`src/eiph_pkg.sv`:
```
`timescale 1ns / 1ps
`default_nettype none
// ----------------------------------------------------------------------------
// Ethernet IP header parser package
// Shared constants, types and the transport offset helper.
// ----------------------------------------------------------------------------
package eiph_pkg;

   localparam int DEFAULT_LENGTH_BITS = 16;

   localparam logic [15:0] KIND_V4        = 16'h0800;
   localparam logic [15:0] KIND_V6        = 16'h86DD;
   localparam logic [15:0] FRAG_RESERVED  = 16'h8000;
   localparam logic [15:0] FRAG_MF_OFFSET = 16'h3FFF;
   localparam logic [3:0]  IHL_MIN        = 4'd5;

   localparam logic [7:0] ETH_HDR_LEN = 8'd14;
   localparam logic [7:0] V4_HDR_LEN  = 8'd20;
   localparam logic [7:0] V6_HDR_LEN  = 8'd40;
   localparam logic [7:0] TCP_HDR_LEN = 8'd20;
   localparam logic [7:0] UDP_HDR_LEN = 8'd8;

   localparam logic [7:0] PROTO_TCP  = 8'd6;
   localparam logic [7:0] PROTO_UDP  = 8'd17;
   localparam logic [7:0] PROTO_FRAG = 8'd44;

   typedef enum logic [1:0] {
      FAMILY_NONE = 2'd0,
      FAMILY_V4   = 2'd1,
      FAMILY_V6   = 2'd2
   } family_type;

   // Header fields gathered while the frame streams in.
   typedef struct packed {
      logic [15:0] ether_kind;
      logic [3:0]  ihl;
      logic [15:0] frag_field;
      logic [7:0]  proto;
      logic [63:0] src_hi;
      logic [63:0] src_lo;
      logic [31:0] port_pair;
      logic [15:0] tcp_bytes;
   } hdr_state_type;

   typedef struct packed {
      logic        frame_ok;
      family_type  family;
      logic [63:0] addr_upper;
      logic [63:0] addr_lower;
      logic [7:0]  protocol;
      logic [15:0] dst_port;
      logic [15:0] src_port;
      logic [7:0]  tcp_offset_byte;
      logic [7:0]  tcp_flags;
      logic        fragmented;
      logic [15:0] frame_length;
   } summary_type;

   // Byte position where the transport header starts.
   function automatic logic [7:0] transport_start(input logic [15:0] kind,
                                                  input logic [3:0]  ihl);
      if (kind == KIND_V6) begin
         return ETH_HDR_LEN + V6_HDR_LEN;
      end
      return ETH_HDR_LEN + {2'b00, ihl, 2'b00};
   endfunction

endpackage
`default_nettype wire

```
`src/eiph_ifs.sv`:
```
`timescale 1ns / 1ps
`default_nettype none
// ----------------------------------------------------------------------------
// Ethernet IP header parser channels
// Valid/ready channels for frame bytes and frame summaries.
// ----------------------------------------------------------------------------
interface eiph_req_if;
   logic       valid;
   logic       ready;
   logic [7:0] data_byte;
   logic       frame_end;

   modport source (output valid, output data_byte, output frame_end, input ready);
   modport sink   (input valid, input data_byte, input frame_end, output ready);
endinterface

interface eiph_rsp_if;
   logic        valid;
   logic        ready;
   logic        frame_ok;
   logic [1:0]  family;
   logic [63:0] addr_upper;
   logic [63:0] addr_lower;
   logic [7:0]  protocol;
   logic [15:0] dst_port;
   logic [15:0] src_port;
   logic [7:0]  tcp_offset_byte;
   logic [7:0]  tcp_flags;
   logic        fragmented;
   logic [15:0] frame_length;

   modport source (output valid, output frame_ok, output family, output addr_upper,
                   output addr_lower, output protocol, output dst_port,
                   output src_port, output tcp_offset_byte, output tcp_flags,
                   output fragmented, output frame_length, input ready);
   modport sink   (input valid, input frame_ok, input family, input addr_upper,
                   input addr_lower, input protocol, input dst_port,
                   input src_port, input tcp_offset_byte, input tcp_flags,
                   input fragmented, input frame_length, output ready);
endinterface
`default_nettype wire

```
`src/ethernet_ip_header_parser_unit.sv`:
```
`timescale 1ns / 1ps
`default_nettype none
// ----------------------------------------------------------------------------
// Ethernet IP header parser
// Parses an Ethernet frame byte by byte and reports one summary per frame.
// ----------------------------------------------------------------------------
// Channel   Dir  Payload                              Meaning
// req_chan  in   data_byte, frame_end                 one frame byte per request
// rsp_chan  out  frame_ok .. frame_length             one summary per frame
//
// One byte is taken every cycle unless a final byte is held back by a waiting
// summary; a request moves from the input register through the capture logic,
// and a frame summary is valid from the edge at which the final byte leaves
// the input register.
// Reset (synchronous) empties both registers and clears the header fields.
// A waiting summary stalls only a final byte behind it; other bytes keep flowing.
// ----------------------------------------------------------------------------
module ethernet_ip_header_parser_unit
   import eiph_pkg::*;
#(
   parameter int LENGTH_BITS = DEFAULT_LENGTH_BITS
) (
   input wire logic   clock,
   input wire logic   reset,
   eiph_req_if.sink   req_chan,
   eiph_rsp_if.source rsp_chan
);

   logic        in_valid_ff, in_valid_in;
   logic [7:0]  in_byte_ff;
   logic        in_end_ff;
   logic        rsp_valid_ff, rsp_valid_in;
   summary_type rsp_ff;

   logic                   advance, step;
   hdr_state_type          hdr_next;
   logic [LENGTH_BITS-1:0] len_next;
   summary_type            summary;

   // A final byte may only move on when the result register can take its summary.
   assign advance = !(in_end_ff && rsp_valid_ff && !rsp_chan.ready);
   assign step    = in_valid_ff && advance;

   assign req_chan.ready = !in_valid_ff || advance;

   assign in_valid_in  = req_chan.valid ? 1'b1 : (in_valid_ff && !advance);
   assign rsp_valid_in = (step && in_end_ff) ? 1'b1 : (rsp_valid_ff && !rsp_chan.ready);

   eiph_capture #(
      .LENGTH_BITS (LENGTH_BITS)
   ) u_capture (
      .clock     (clock),
      .reset     (reset),
      .step      (step),
      .data_byte (in_byte_ff),
      .frame_end (in_end_ff),
      .hdr_next  (hdr_next),
      .len_next  (len_next)
   );

   eiph_decide #(
      .LENGTH_BITS (LENGTH_BITS)
   ) u_decide (
      .hdr     (hdr_next),
      .len     (len_next),
      .summary (summary)
   );

   always_ff @(posedge clock) begin
      if (reset) begin
         in_valid_ff  <= 1'b0;
         rsp_valid_ff <= 1'b0;
      end else begin
         if (req_chan.ready) begin
            in_valid_ff <= in_valid_in;
         end
         rsp_valid_ff <= rsp_valid_in;
      end
   end

   always_ff @(posedge clock) begin
      if (req_chan.valid && req_chan.ready) begin
         in_byte_ff <= req_chan.data_byte;
         in_end_ff  <= req_chan.frame_end;
      end
      if (step && in_end_ff) begin
         rsp_ff <= summary;
      end
   end

   assign rsp_chan.valid           = rsp_valid_ff;
   assign rsp_chan.frame_ok        = rsp_ff.frame_ok;
   assign rsp_chan.family          = rsp_ff.family;
   assign rsp_chan.addr_upper      = rsp_ff.addr_upper;
   assign rsp_chan.addr_lower      = rsp_ff.addr_lower;
   assign rsp_chan.protocol        = rsp_ff.protocol;
   assign rsp_chan.dst_port        = rsp_ff.dst_port;
   assign rsp_chan.src_port        = rsp_ff.src_port;
   assign rsp_chan.tcp_offset_byte = rsp_ff.tcp_offset_byte;
   assign rsp_chan.tcp_flags       = rsp_ff.tcp_flags;
   assign rsp_chan.fragmented      = rsp_ff.fragmented;
   assign rsp_chan.frame_length    = rsp_ff.frame_length;

`ifndef SYNTH
   // A new summary appears only after a final byte went through capture.
   a_rsp_from_end : assert property (@(posedge clock) disable iff (reset)
      (rsp_valid_ff && !$past(rsp_valid_ff && !rsp_chan.ready)) |->
         $past(step && in_end_ff))
      else $error("summary without a final byte");

   // A rejected frame carries nothing but its length.
   a_reject_clean : assert property (@(posedge clock) disable iff (reset)
      (rsp_valid_ff && !rsp_ff.frame_ok) |->
         (rsp_ff.family == FAMILY_NONE && rsp_ff.protocol == 8'd0 &&
          rsp_ff.addr_upper == 64'd0 && rsp_ff.addr_lower == 64'd0 &&
          rsp_ff.src_port == 16'd0 && rsp_ff.dst_port == 16'd0 &&
          !rsp_ff.fragmented))
      else $error("rejected frame with fields set");

   // An accepted frame always names its family.
   a_ok_family : assert property (@(posedge clock) disable iff (reset)
      (rsp_valid_ff && rsp_ff.frame_ok) |->
         (rsp_ff.family == FAMILY_V4 || rsp_ff.family == FAMILY_V6))
      else $error("accepted frame without family");

   // Transport fields are only reported for unfragmented TCP or UDP.
   a_ports_proto : assert property (@(posedge clock) disable iff (reset)
      (rsp_valid_ff && (rsp_ff.src_port != 16'd0 || rsp_ff.dst_port != 16'd0)) |->
         ((rsp_ff.protocol == PROTO_TCP || rsp_ff.protocol == PROTO_UDP) &&
          !rsp_ff.fragmented))
      else $error("ports reported for non-transport frame");

   // TCP header bytes never appear for anything but TCP.
   a_tcp_only : assert property (@(posedge clock) disable iff (reset)
      (rsp_valid_ff && (rsp_ff.tcp_flags != 8'd0 || rsp_ff.tcp_offset_byte != 8'd0)) |->
         (rsp_ff.protocol == PROTO_TCP))
      else $error("TCP bytes reported for non-TCP frame");
`endif

endmodule
`default_nettype wire

```
`src/eiph_capture.sv`:
```
`timescale 1ns / 1ps
`default_nettype none
// ----------------------------------------------------------------------------
// Ethernet IP header parser field capture
// Byte counter and position-keyed capture of the header fields.
// ----------------------------------------------------------------------------
module eiph_capture
   import eiph_pkg::*;
#(
   parameter int LENGTH_BITS = DEFAULT_LENGTH_BITS
) (
   input  wire logic                   clock,
   input  wire logic                   reset,
   input  wire logic                   step,
   input  wire logic [7:0]             data_byte,
   input  wire logic                   frame_end,
   output hdr_state_type               hdr_next,
   output logic [LENGTH_BITS-1:0]      len_next
);

   logic [LENGTH_BITS-1:0] pos_ff, pos_in;
   hdr_state_type          hdr_ff, hdr_in;

   logic                   is_v4, is_v6, in_ip, l4_open;
   logic [LENGTH_BITS-1:0] t_start, rel;

   always_comb begin
      is_v4   = (hdr_ff.ether_kind == KIND_V4);
      is_v6   = (hdr_ff.ether_kind == KIND_V6);
      in_ip   = (pos_ff >= LENGTH_BITS'(ETH_HDR_LEN));
      t_start = LENGTH_BITS'(transport_start(hdr_ff.ether_kind, hdr_ff.ihl));
      rel     = pos_ff - t_start;
      l4_open = ((is_v4 && hdr_ff.ihl >= IHL_MIN &&
                  pos_ff >= LENGTH_BITS'(ETH_HDR_LEN + V4_HDR_LEN)) ||
                 (is_v6 && pos_ff >= LENGTH_BITS'(ETH_HDR_LEN + V6_HDR_LEN))) &&
                (pos_ff >= t_start);

      hdr_next = hdr_ff;
      if (pos_ff == LENGTH_BITS'(12) || pos_ff == LENGTH_BITS'(13)) begin
         hdr_next.ether_kind = {hdr_ff.ether_kind[7:0], data_byte};
      end
      if (is_v4 && in_ip) begin
         if (pos_ff == LENGTH_BITS'(14)) begin
            hdr_next.ihl = data_byte[3:0];
         end
         if (pos_ff == LENGTH_BITS'(20) || pos_ff == LENGTH_BITS'(21)) begin
            hdr_next.frag_field = {hdr_ff.frag_field[7:0], data_byte};
         end
         if (pos_ff == LENGTH_BITS'(23)) begin
            hdr_next.proto = data_byte;
         end
         if (pos_ff >= LENGTH_BITS'(26) && pos_ff <= LENGTH_BITS'(29)) begin
            hdr_next.src_lo = {32'd0, hdr_ff.src_lo[23:0], data_byte};
         end
      end else if (is_v6 && in_ip) begin
         if (pos_ff == LENGTH_BITS'(20)) begin
            hdr_next.proto = data_byte;
         end
         if (pos_ff >= LENGTH_BITS'(22) && pos_ff <= LENGTH_BITS'(29)) begin
            hdr_next.src_hi = {hdr_ff.src_hi[55:0], data_byte};
         end
         if (pos_ff >= LENGTH_BITS'(30) && pos_ff <= LENGTH_BITS'(37)) begin
            hdr_next.src_lo = {hdr_ff.src_lo[55:0], data_byte};
         end
      end
      if (l4_open) begin
         if (rel < LENGTH_BITS'(4)) begin
            hdr_next.port_pair = {hdr_ff.port_pair[23:0], data_byte};
         end
         if (rel == LENGTH_BITS'(12) || rel == LENGTH_BITS'(13)) begin
            hdr_next.tcp_bytes = {hdr_ff.tcp_bytes[7:0], data_byte};
         end
      end

      // The byte count holds at its ceiling on very long frames.
      len_next = (pos_ff == '1) ? pos_ff : pos_ff + 1'b1;
   end

   always_comb begin
      if (frame_end) begin
         pos_in = '0;
         hdr_in = '0;
      end else begin
         pos_in = len_next;
         hdr_in = hdr_next;
      end
   end

   always_ff @(posedge clock) begin
      if (reset) begin
         pos_ff <= '0;
         hdr_ff <= '0;
      end else if (step) begin
         pos_ff <= pos_in;
         hdr_ff <= hdr_in;
      end
   end

endmodule
`default_nettype wire

```
`src/eiph_decide.sv`:
```
`timescale 1ns / 1ps
`default_nettype none
// ----------------------------------------------------------------------------
// Ethernet IP header parser decision
// Validates the gathered headers against the frame length and forms the summary.
// ----------------------------------------------------------------------------
module eiph_decide
   import eiph_pkg::*;
#(
   parameter int LENGTH_BITS = DEFAULT_LENGTH_BITS
) (
   input  wire hdr_state_type          hdr,
   input  wire logic [LENGTH_BITS-1:0] len,
   output summary_type                 summary
);

   localparam int WIDE_BITS = (LENGTH_BITS > 16) ? LENGTH_BITS : 16;

   logic                   is_v4, is_v6, ok, frag, l4;
   logic [LENGTH_BITS-1:0] t_start;
   logic [WIDE_BITS-1:0]   len_wide;

   always_comb begin
      is_v4    = (hdr.ether_kind == KIND_V4);
      is_v6    = (hdr.ether_kind == KIND_V6);
      t_start  = LENGTH_BITS'(transport_start(hdr.ether_kind, hdr.ihl));
      len_wide = WIDE_BITS'(len);

      ok   = 1'b0;
      frag = 1'b0;
      if (is_v4) begin
         ok   = (len >= LENGTH_BITS'(ETH_HDR_LEN + V4_HDR_LEN)) &&
                (hdr.ihl >= IHL_MIN) && (len >= t_start) &&
                ((hdr.frag_field & FRAG_RESERVED) == 16'd0);
         frag = ((hdr.frag_field & FRAG_MF_OFFSET) != 16'd0);
      end else if (is_v6) begin
         ok   = (len >= LENGTH_BITS'(ETH_HDR_LEN + V6_HDR_LEN));
         frag = (hdr.proto == PROTO_FRAG);
      end
      l4 = ok && !frag;

      summary = '0;
      summary.frame_length = (len_wide > WIDE_BITS'(16'hFFFF)) ? 16'hFFFF
                                                              : len_wide[15:0];
      if (ok) begin
         summary.frame_ok   = 1'b1;
         summary.family     = is_v6 ? FAMILY_V6 : FAMILY_V4;
         summary.addr_upper = is_v6 ? hdr.src_hi : 64'd0;
         summary.addr_lower = is_v6 ? hdr.src_lo : {32'd0, hdr.src_lo[31:0]};
         summary.protocol   = hdr.proto;
         summary.fragmented = frag;
      end
      if (l4) begin
         if (hdr.proto == PROTO_TCP && len >= t_start + LENGTH_BITS'(TCP_HDR_LEN)) begin
            summary.dst_port        = hdr.port_pair[15:0];
            summary.src_port        = hdr.port_pair[31:16];
            summary.tcp_offset_byte = hdr.tcp_bytes[15:8];
            summary.tcp_flags       = hdr.tcp_bytes[7:0];
         end else if (hdr.proto == PROTO_UDP &&
                      len >= t_start + LENGTH_BITS'(UDP_HDR_LEN)) begin
            summary.dst_port = hdr.port_pair[15:0];
            summary.src_port = hdr.port_pair[31:16];
         end
      end
   end

endmodule
`default_nettype wire
```
`src/flat_wrapper.sv`:
```
// flat-port wrapper written by rule: the top's interface ports become plain ports
module ethernet_ip_header_parser_unit_flat import eiph_pkg::*;
#(
   parameter int LENGTH_BITS = DEFAULT_LENGTH_BITS
)
  (clock, reset, req_chan_valid, req_chan_data_byte, req_chan_frame_end, req_chan_ready, rsp_chan_valid, rsp_chan_frame_ok, rsp_chan_family, rsp_chan_addr_upper, rsp_chan_addr_lower, rsp_chan_protocol, rsp_chan_dst_port, rsp_chan_src_port, rsp_chan_tcp_offset_byte, rsp_chan_tcp_flags, rsp_chan_fragmented, rsp_chan_frame_length, rsp_chan_ready);
  eiph_req_if req_chan_i ();
  eiph_rsp_if rsp_chan_i ();
  input wire logic clock;
  input wire logic reset;
  input wire logic [$bits(req_chan_i.valid)-1:0] req_chan_valid;
  input wire logic [$bits(req_chan_i.data_byte)-1:0] req_chan_data_byte;
  input wire logic [$bits(req_chan_i.frame_end)-1:0] req_chan_frame_end;
  output wire logic [$bits(req_chan_i.ready)-1:0] req_chan_ready;
  output wire logic [$bits(rsp_chan_i.valid)-1:0] rsp_chan_valid;
  output wire logic [$bits(rsp_chan_i.frame_ok)-1:0] rsp_chan_frame_ok;
  output wire logic [$bits(rsp_chan_i.family)-1:0] rsp_chan_family;
  output wire logic [$bits(rsp_chan_i.addr_upper)-1:0] rsp_chan_addr_upper;
  output wire logic [$bits(rsp_chan_i.addr_lower)-1:0] rsp_chan_addr_lower;
  output wire logic [$bits(rsp_chan_i.protocol)-1:0] rsp_chan_protocol;
  output wire logic [$bits(rsp_chan_i.dst_port)-1:0] rsp_chan_dst_port;
  output wire logic [$bits(rsp_chan_i.src_port)-1:0] rsp_chan_src_port;
  output wire logic [$bits(rsp_chan_i.tcp_offset_byte)-1:0] rsp_chan_tcp_offset_byte;
  output wire logic [$bits(rsp_chan_i.tcp_flags)-1:0] rsp_chan_tcp_flags;
  output wire logic [$bits(rsp_chan_i.fragmented)-1:0] rsp_chan_fragmented;
  output wire logic [$bits(rsp_chan_i.frame_length)-1:0] rsp_chan_frame_length;
  input wire logic [$bits(rsp_chan_i.ready)-1:0] rsp_chan_ready;
  assign req_chan_i.valid = req_chan_valid;
  assign req_chan_i.data_byte = req_chan_data_byte;
  assign req_chan_i.frame_end = req_chan_frame_end;
  assign req_chan_ready = req_chan_i.ready;
  assign rsp_chan_valid = rsp_chan_i.valid;
  assign rsp_chan_frame_ok = rsp_chan_i.frame_ok;
  assign rsp_chan_family = rsp_chan_i.family;
  assign rsp_chan_addr_upper = rsp_chan_i.addr_upper;
  assign rsp_chan_addr_lower = rsp_chan_i.addr_lower;
  assign rsp_chan_protocol = rsp_chan_i.protocol;
  assign rsp_chan_dst_port = rsp_chan_i.dst_port;
  assign rsp_chan_src_port = rsp_chan_i.src_port;
  assign rsp_chan_tcp_offset_byte = rsp_chan_i.tcp_offset_byte;
  assign rsp_chan_tcp_flags = rsp_chan_i.tcp_flags;
  assign rsp_chan_fragmented = rsp_chan_i.fragmented;
  assign rsp_chan_frame_length = rsp_chan_i.frame_length;
  assign rsp_chan_i.ready = rsp_chan_ready;
  ethernet_ip_header_parser_unit #(.LENGTH_BITS(LENGTH_BITS)) u_core (.clock(clock), .reset(reset), .req_chan(req_chan_i), .rsp_chan(rsp_chan_i));
endmodule
```
`config.mk`:
```
export PLATFORM = sky130hd
export DESIGN_NAME = ethernet_ip_header_parser_unit_flat
export DESIGN_NICKNAME = d
export VERILOG_FILES = /design/src/eiph_pkg.sv /design/src/eiph_ifs.sv /design/src/ethernet_ip_header_parser_unit.sv /design/src/eiph_capture.sv /design/src/eiph_decide.sv /design/src/flat_wrapper.sv
export SDC_FILE = /design/constraint.sdc
export NUM_CORES = 1
export LEC_CHECK = 0
export ABC_AREA = 1
export BUFFER_PORTS_ARGS = -buffer_cell sky130_fd_sc_hd__buf_2
export CAP_MARGIN = 20
export CELL_PAD_IN_SITES_DETAIL_PLACEMENT = 1
export CELL_PAD_IN_SITES_GLOBAL_PLACEMENT = 1
export CORE_ASPECT_RATIO = 2
export CORE_MARGIN = 5
export CORE_UTILIZATION = 37
export CTS_CLUSTER_DIAMETER = 150
export DETAILED_ROUTE_END_ITERATION = 12
export PLACE_DENSITY = 0.69
export RECOVER_POWER = 100
export SLEW_MARGIN = 30
export SYNTH_ARGS = -nofsm -noshare
export SYNTH_HDL_FRONTEND = slang
export SYNTH_SLANG_ARGS = --single-unit
export TNS_END_PERCENT = 50
```
`constraint.sdc`:
```
create_clock -name clock -period 11.3 [get_ports clock]
set_input_delay 2.825 -clock clock [delete_from_list [all_inputs] [get_ports clock]]
set_output_delay 2.825 -clock clock [all_outputs]
set_load 0.01 [all_outputs]
```
* Word-level counts from Yosys, hierarchy flattened
Cells that the tools add are included.
Cells by class: add/sub/neg operators 6, order comparisons 18, eq/ne operators 16, muxes and demuxes 37, reduce and logical (&&, ||, !) cells 35
Operators by type and width (number):
- $mux 64 | 7
- $mux 220 | 1
- $mux 139 | 1
- $mux 136 | 1
- $mux 32 | 3
- $eq 16x4->1 const B | 5
- $mux 16 | 5
- $ge 16x6->1 const B | 4
- $mux 8 | 7
- $eq 16x16->1 const B | 3
- $eq 16x5->1 const B | 3
- $ge 16x5->1 const B | 3
- $mux 48 | 1
- $eq 16x12->1 const B | 2
- $ge 16x8->1 | 2
- $ge 16x9->1 | 2
- $logic_and 1x1->1 | 22
- $mux 20 | 1
- $add 16x1->16 const B | 1
- $ge 16x4->1 const B | 1
- $gt 16x16->1 const B | 1
- $le 16x5->1 const B | 1
- $le 16x6->1 const B | 1
- $logic_not 16->1 | 1
- other kinds (16) | 33
Word-level totals: flip-flop bits (word level) 450, input bits 13, logic and storage cells 137

* Logic depth before layout (Yosys ltp)
depth after elaboration 12, depth in mapped cells 31, depth with buffers taken out 29

* Hierarchy
From an unflattened synthesis, not the netlist that was laid out.
Unflattened totals: cell total of the unflattened synthesis 3275, area, all modules 24293.3 um2
By module, submodules not included:
- eiph_capture | times used 1, cells an instance 2447, area an instance 15103.2 um2, seq. area each 4724.5 um2
- ethernet_ip_header_parser_unit | times used 1, cells an instance 231, area an instance 6515.0 um2, seq. area each 6436.2 um2
- eiph_decide | times used 1, cells an instance 597, area an instance 2675.1 um2, seq. area each 0.0 um2

* Worst setup path after synthesis
No wires, ideal clock.
kind input to register, from in rsp_chan_ready, to reg u_core.rsp_ff (netlist bit u_core.rsp_chan.addr_lower[0]) (enable), setup time 0.556 ns, data arrival time 7.329 ns, data required time 10.744 ns, path slack 3.415 ns, cell stages on the path 4, buffers on the path 0, path through inv_1 > a31oi_1 > nand2_1 > inv_1
Between the ends: longest elaborated chain between the ends 5
RTL lines:
- start, declared | line flat_wrapper.sv:27 | input wire logic [$bits(rsp_chan_i.ready)-1:0] rsp_chan_ready;
- $logic_not 1->1 | line ethernet_ip_header_parser_unit.sv:41 | assign advance = !(in_end_ff && rsp_valid_ff && !rsp_chan.ready);
- $logic_and 1x1->1 | line ethernet_ip_header_parser_unit.sv:41
- $logic_not 1->1 | line ethernet_ip_header_parser_unit.sv:41
- $logic_and 1x1->1 | line ethernet_ip_header_parser_unit.sv:42 | assign step = in_valid_ff && advance;
- $logic_and 1x1->1 | line ethernet_ip_header_parser_unit.sv:86 | if (step && in_end_ff) begin
- end signal, assigned | line ethernet_ip_header_parser_unit.sv:87 | rsp_ff <= summary;
- end, declared | line ethernet_ip_header_parser_unit.sv:33 | summary_type rsp_ff;
No other way between the ends. A chain may end at the register's enable or synchronous reset.

* Worst setup path after layout
from reg u_core.u_capture.pos_ff[9], to reg u_core.rsp_ff (netlist bit u_core.rsp_chan.dst_port[11]) (data pin)
Between the ends: longest elaborated chain between the ends 11, elaborated cells on any way between the ends 64, those cells by class 5 x add/sub; 11 x order compare; 12 x eq/ne; 19 x mux; 17 x reduce/logical
RTL lines:
- start, declared | line eiph_capture.sv:21 | logic [LENGTH_BITS-1:0] pos_ff, pos_in;
- start signal, assigned | line eiph_capture.sv:94 | pos_ff <= pos_in;
- branches (longest 9 deep; another with $ge 16x4->1)
- $mux 1 * | line eiph_decide.sv:31 | if (is_v4) begin
- net u_core.u_decide.ok | line eiph_decide.sv:19 | logic is_v4, is_v6, ok, frag, l4;
- $logic_and 1x1->1 * | line eiph_decide.sv:40 | l4 = ok && !frag;
Mark *: on every way through the listed nets, which the timed path passes. The select of a mux whose other input is x is not followed.

==> results.ini <==
[outcome]
status=finished with violations
failed_checks=capacitance limit, slew limit

[yosys]
postSynthRegisterBits=450
post_synth_and_or_nand_nor_area_fraction_pct=27.70
syn_avg_cell_area_um2=7.917
synth_compound_gate_area_share_pct=12.26
yosysWarningCount=0
synth_top_family_by_area=simple AND/OR/NAND/NOR gates
yosys.cell_types.count=57
synth_adder_area_share_pct=1.807
mux_contribution_to_synthesized_area_pct=2.754
cells_after_synth=2938
mappedNetlistArea_um2=23260
yosysSeqAreaShare_pct=47.89
synth_xor_area_share_pct=0.4895

[die]
std_cell_rows=130
die_y_um=364.6
core_area_um2=62620
floorplan.die_area_um2=68290
die_w_um=187.3
floorplan.io_pins=219
start_util_pct=37.14

[worst_hold_path]
timing.hold.worst.class=register to register
holdPathStages=2

[cells_and_area]
num-nets-final=3103
multiInputGateArea_um2=10290
drive_above_1_share_pct=5.561
final_common_cell=sky130_fd_sc_hd__nand2_1
synthesis_to_finish_area_growth_pct=10.92
finish.instance_area_um2=25800
final_cell_mix=sky130_fd_sc_hd__nand2_1 (836), sky130_fd_sc_hd__nor2_1 (415), sky130_fd_sc_hd__dfxtp_1 (237), sky130_fd_sc_hd__clkbuf_1 (219), sky130_fd_sc_hd__edfxtp_1 (213)
fill_cells=7681
regArea_um2=11140

[power_and_ir_drop]
cellPowerDensity_nw_per_um2=131.6
power.ir.vdd_worst_mv=0.1112
static-leakage-power_nw=9.677
power.total_w=0.003396

[sta]
report.final.setup_viol=0
finClkSkew_ns=0.01369
hold_viol=0
timing.fmax_mhz=128.0
timing.final.max_slew_violations=209
setup_slack_ns=3.487
rsz_0062_raised_after_global_routing=false
max_slew.worst_pin.slew_ns=3.283
final.min_clock_period_ns=7.813
final_total_negative_setup_slack_ns=0
post-route-period-util_pct=69.14
maxSlewHeadroom_pct=-118.9
timing.hold.ws_ns=0.4677

[setup_path]
timing.critical_path.buf_inv=2
rr_worst_depth=25
critPathArrivalTime_ns=8.08
crit_cells=25
setup.worst_path.class=register to register
crit_fanout=32
cp_top_family=simple AND/OR/NAND/NOR gates
cpMostUsedCell=sky130_fd_sc_hd__nand2_1
cp-start-kind=register
cp_slowest_cell=sky130_fd_sc_hd__nor2_1
worst_path_largest_cell_delay_ns=1.32
critical_path_end_type=register
data_required_time_of_the_critical_path_ns=11.56

[clocking]
insertion_delay_ns=0.58
root_buffer=sky130_fd_sc_hd__clkbuf_16
max-clock-path-buffers=3
cts.hold.buffers_added=0
htreeDepth=2
cts_tree=built
clkSlewWorstSetupHoldPaths_ns=0.07
cts.repair.resized=0
postCtsSetupBuffers=0
sink_count=450
cts_made_buffers=44

[place]
dpl_worst_slack_ns=5.150
dp_hpwl_mm=56.47
detailed_place.area_um2=24770
place_congestion=0.9280
number_of_buffer_cells_added_on_primary_ports=218

[detailed_routing]
dr_total_vias=20450
drt-total-wl_mm=80.08
drt_iter0_markers=871
detail_route.vias_per_cell=5.261
wl_per_cell_um=20.61
ant_nets=0
drcViolationCount=0
detail_route.first_pass.iterations=5

[global_routing]
grt_pass1_wl_mm=122.8
grt_start_max_net_pins=176
global_route.usage.total_pct=22.67
first_global_vias=21400
global_route.overflow_total=0
antenna_found_initial=0

[job]
max_cap_viols=4

[routing by layer]
metal,GRT usage (%),wire length [µm],vias to the layer above
li1,-,-,9837
met3,2.446,2364,160
met5,0,0,-
met4,11.94,4732,0
met2,44.96,44230,401
met1,22.99,28760,10050
[cell type report]
type,instances,area share (%)
Sequential cell,450,43.18
Antenna cell,1,0.009698
Clock buffer,62,4.927
Tap cell,792,3.841
Timing Repair Buffer,242,4.049
Clock inverter,20,0.9359
Multi-Input combinational cell,2105,39.89
Inverter,214,3.171
[report_power, final]
part	switching, W	internal [W]	leakage (nW)
clock network	0.000676	0.000903	0.747
logic	0.0000814	0.0000134	4.85
registers	0.00000891	0.00171	4.08
[worst register-to-register path: cells and delay by family, from the launching register on]
family          cells  cell delay (ns)
buf+inv             2             0.16
compound gates      1             0.17
fa+ha+maj           1             0.32
simple gates       21             6.50
flops               1             0.38
[cell families after synthesis]
family                     Yosys count
xor gates and xnor gates            13
and+or+nand+nor                   1505
DFF                                450
AOI/OAI and AO/OA                  488
adders and majority gates           33
other                                1
muxes                               64
buffers and inverters              384
[registers in the layout, summed over array words and instances (netlist names)]
| register | cells |
|---|---|
| u_core.in_valid_ff | 1 |
| u_core.rsp_chan.frame_ok | 1 |
| u_core.rsp_chan.addr_lower | 64 |
| u_core.in_byte_ff | 8 |
| u_core.rsp_chan.frame_length | 16 |
| u_core.rsp_chan.tcp_offset_byte | 8 |
| u_core.in_end_ff | 1 |
| u_core.rsp_chan.addr_upper | 64 |
| u_core.u_capture.pos_ff | 16 |
| u_core.rsp_chan.fragmented | 1 |
| u_core.rsp_chan.valid | 1 |
| u_core.rsp_chan.src_port | 16 |
| u_core.rsp_chan.family | 2 |
| u_core.rsp_chan.tcp_flags | 8 |
| u_core.u_capture.hdr_ff | 219 |
| u_core.rsp_chan.dst_port | 16 |
| u_core.rsp_chan.protocol | 8 |
[Yosys cell counts (all sizes together)]
library cell / n / area (µm²)
mux2i: 64 / 640.6
a31oi: 5 / 37.53
a211oi: 1 / 7.510
xor2: 9 / 78.83
edfxtp: 213 / 6396
o2111a: 1 / 11.26
clkbuf: 115 / 434.2
or2: 5 / 31.28
inv: 212 / 795.8
dfxtp: 237 / 4745
nand4: 26 / 162.7
a2bb2oi: 2 / 17.52
o21bai: 1 / 7.510
buf: 55 / 404.1
o21a: 128 / 960.9
fa: 1 / 20.02
o211ai: 4 / 30.03
nand3b: 2 / 15.01
a311oi: 1 / 8.760
nand3: 168 / 910.9
a21oi: 161 / 817.0
nor3: 8 / 45.04
nand2: 846 / 3218
and2: 2 / 12.51
ha: 32 / 400.4
clkinv: 2 / 12.51
o2111ai: 1 / 8.760
nor2: 446 / 2036
xnor2: 4 / 35.03
o21ai: 174 / 885.8
and3: 1 / 6.260
conb: 1 / 3.750
o22ai: 7 / 43.79
o31ai: 1 / 7.510
a21o: 1 / 7.510
nor4: 1 / 6.260
[final timing paths]
check,slack (ns),to,start
worst max-delay path,3.49,u_core.rsp_chan.dst_port[11],u_core.u_capture.pos_ff[9]
worst min register to register,0.47,u_core.u_capture.hdr_ff[8],u_core.u_capture.hdr_ff[8]
worst max register to register,3.49,u_core.rsp_chan.dst_port[11],u_core.u_capture.pos_ff[9]
worst min-delay path,0.47,u_core.u_capture.hdr_ff[8],u_core.u_capture.hdr_ff[8]
[metrics by stage]
stage               util [%]  std cells
finish                 41.20       3886
detailed placement     39.55       3802
CTS                    41.97       3884
global placement       39.53       3802
floorplan                  -       2939
global route           41.20       3885
Power figures use the tool's default switching activity.
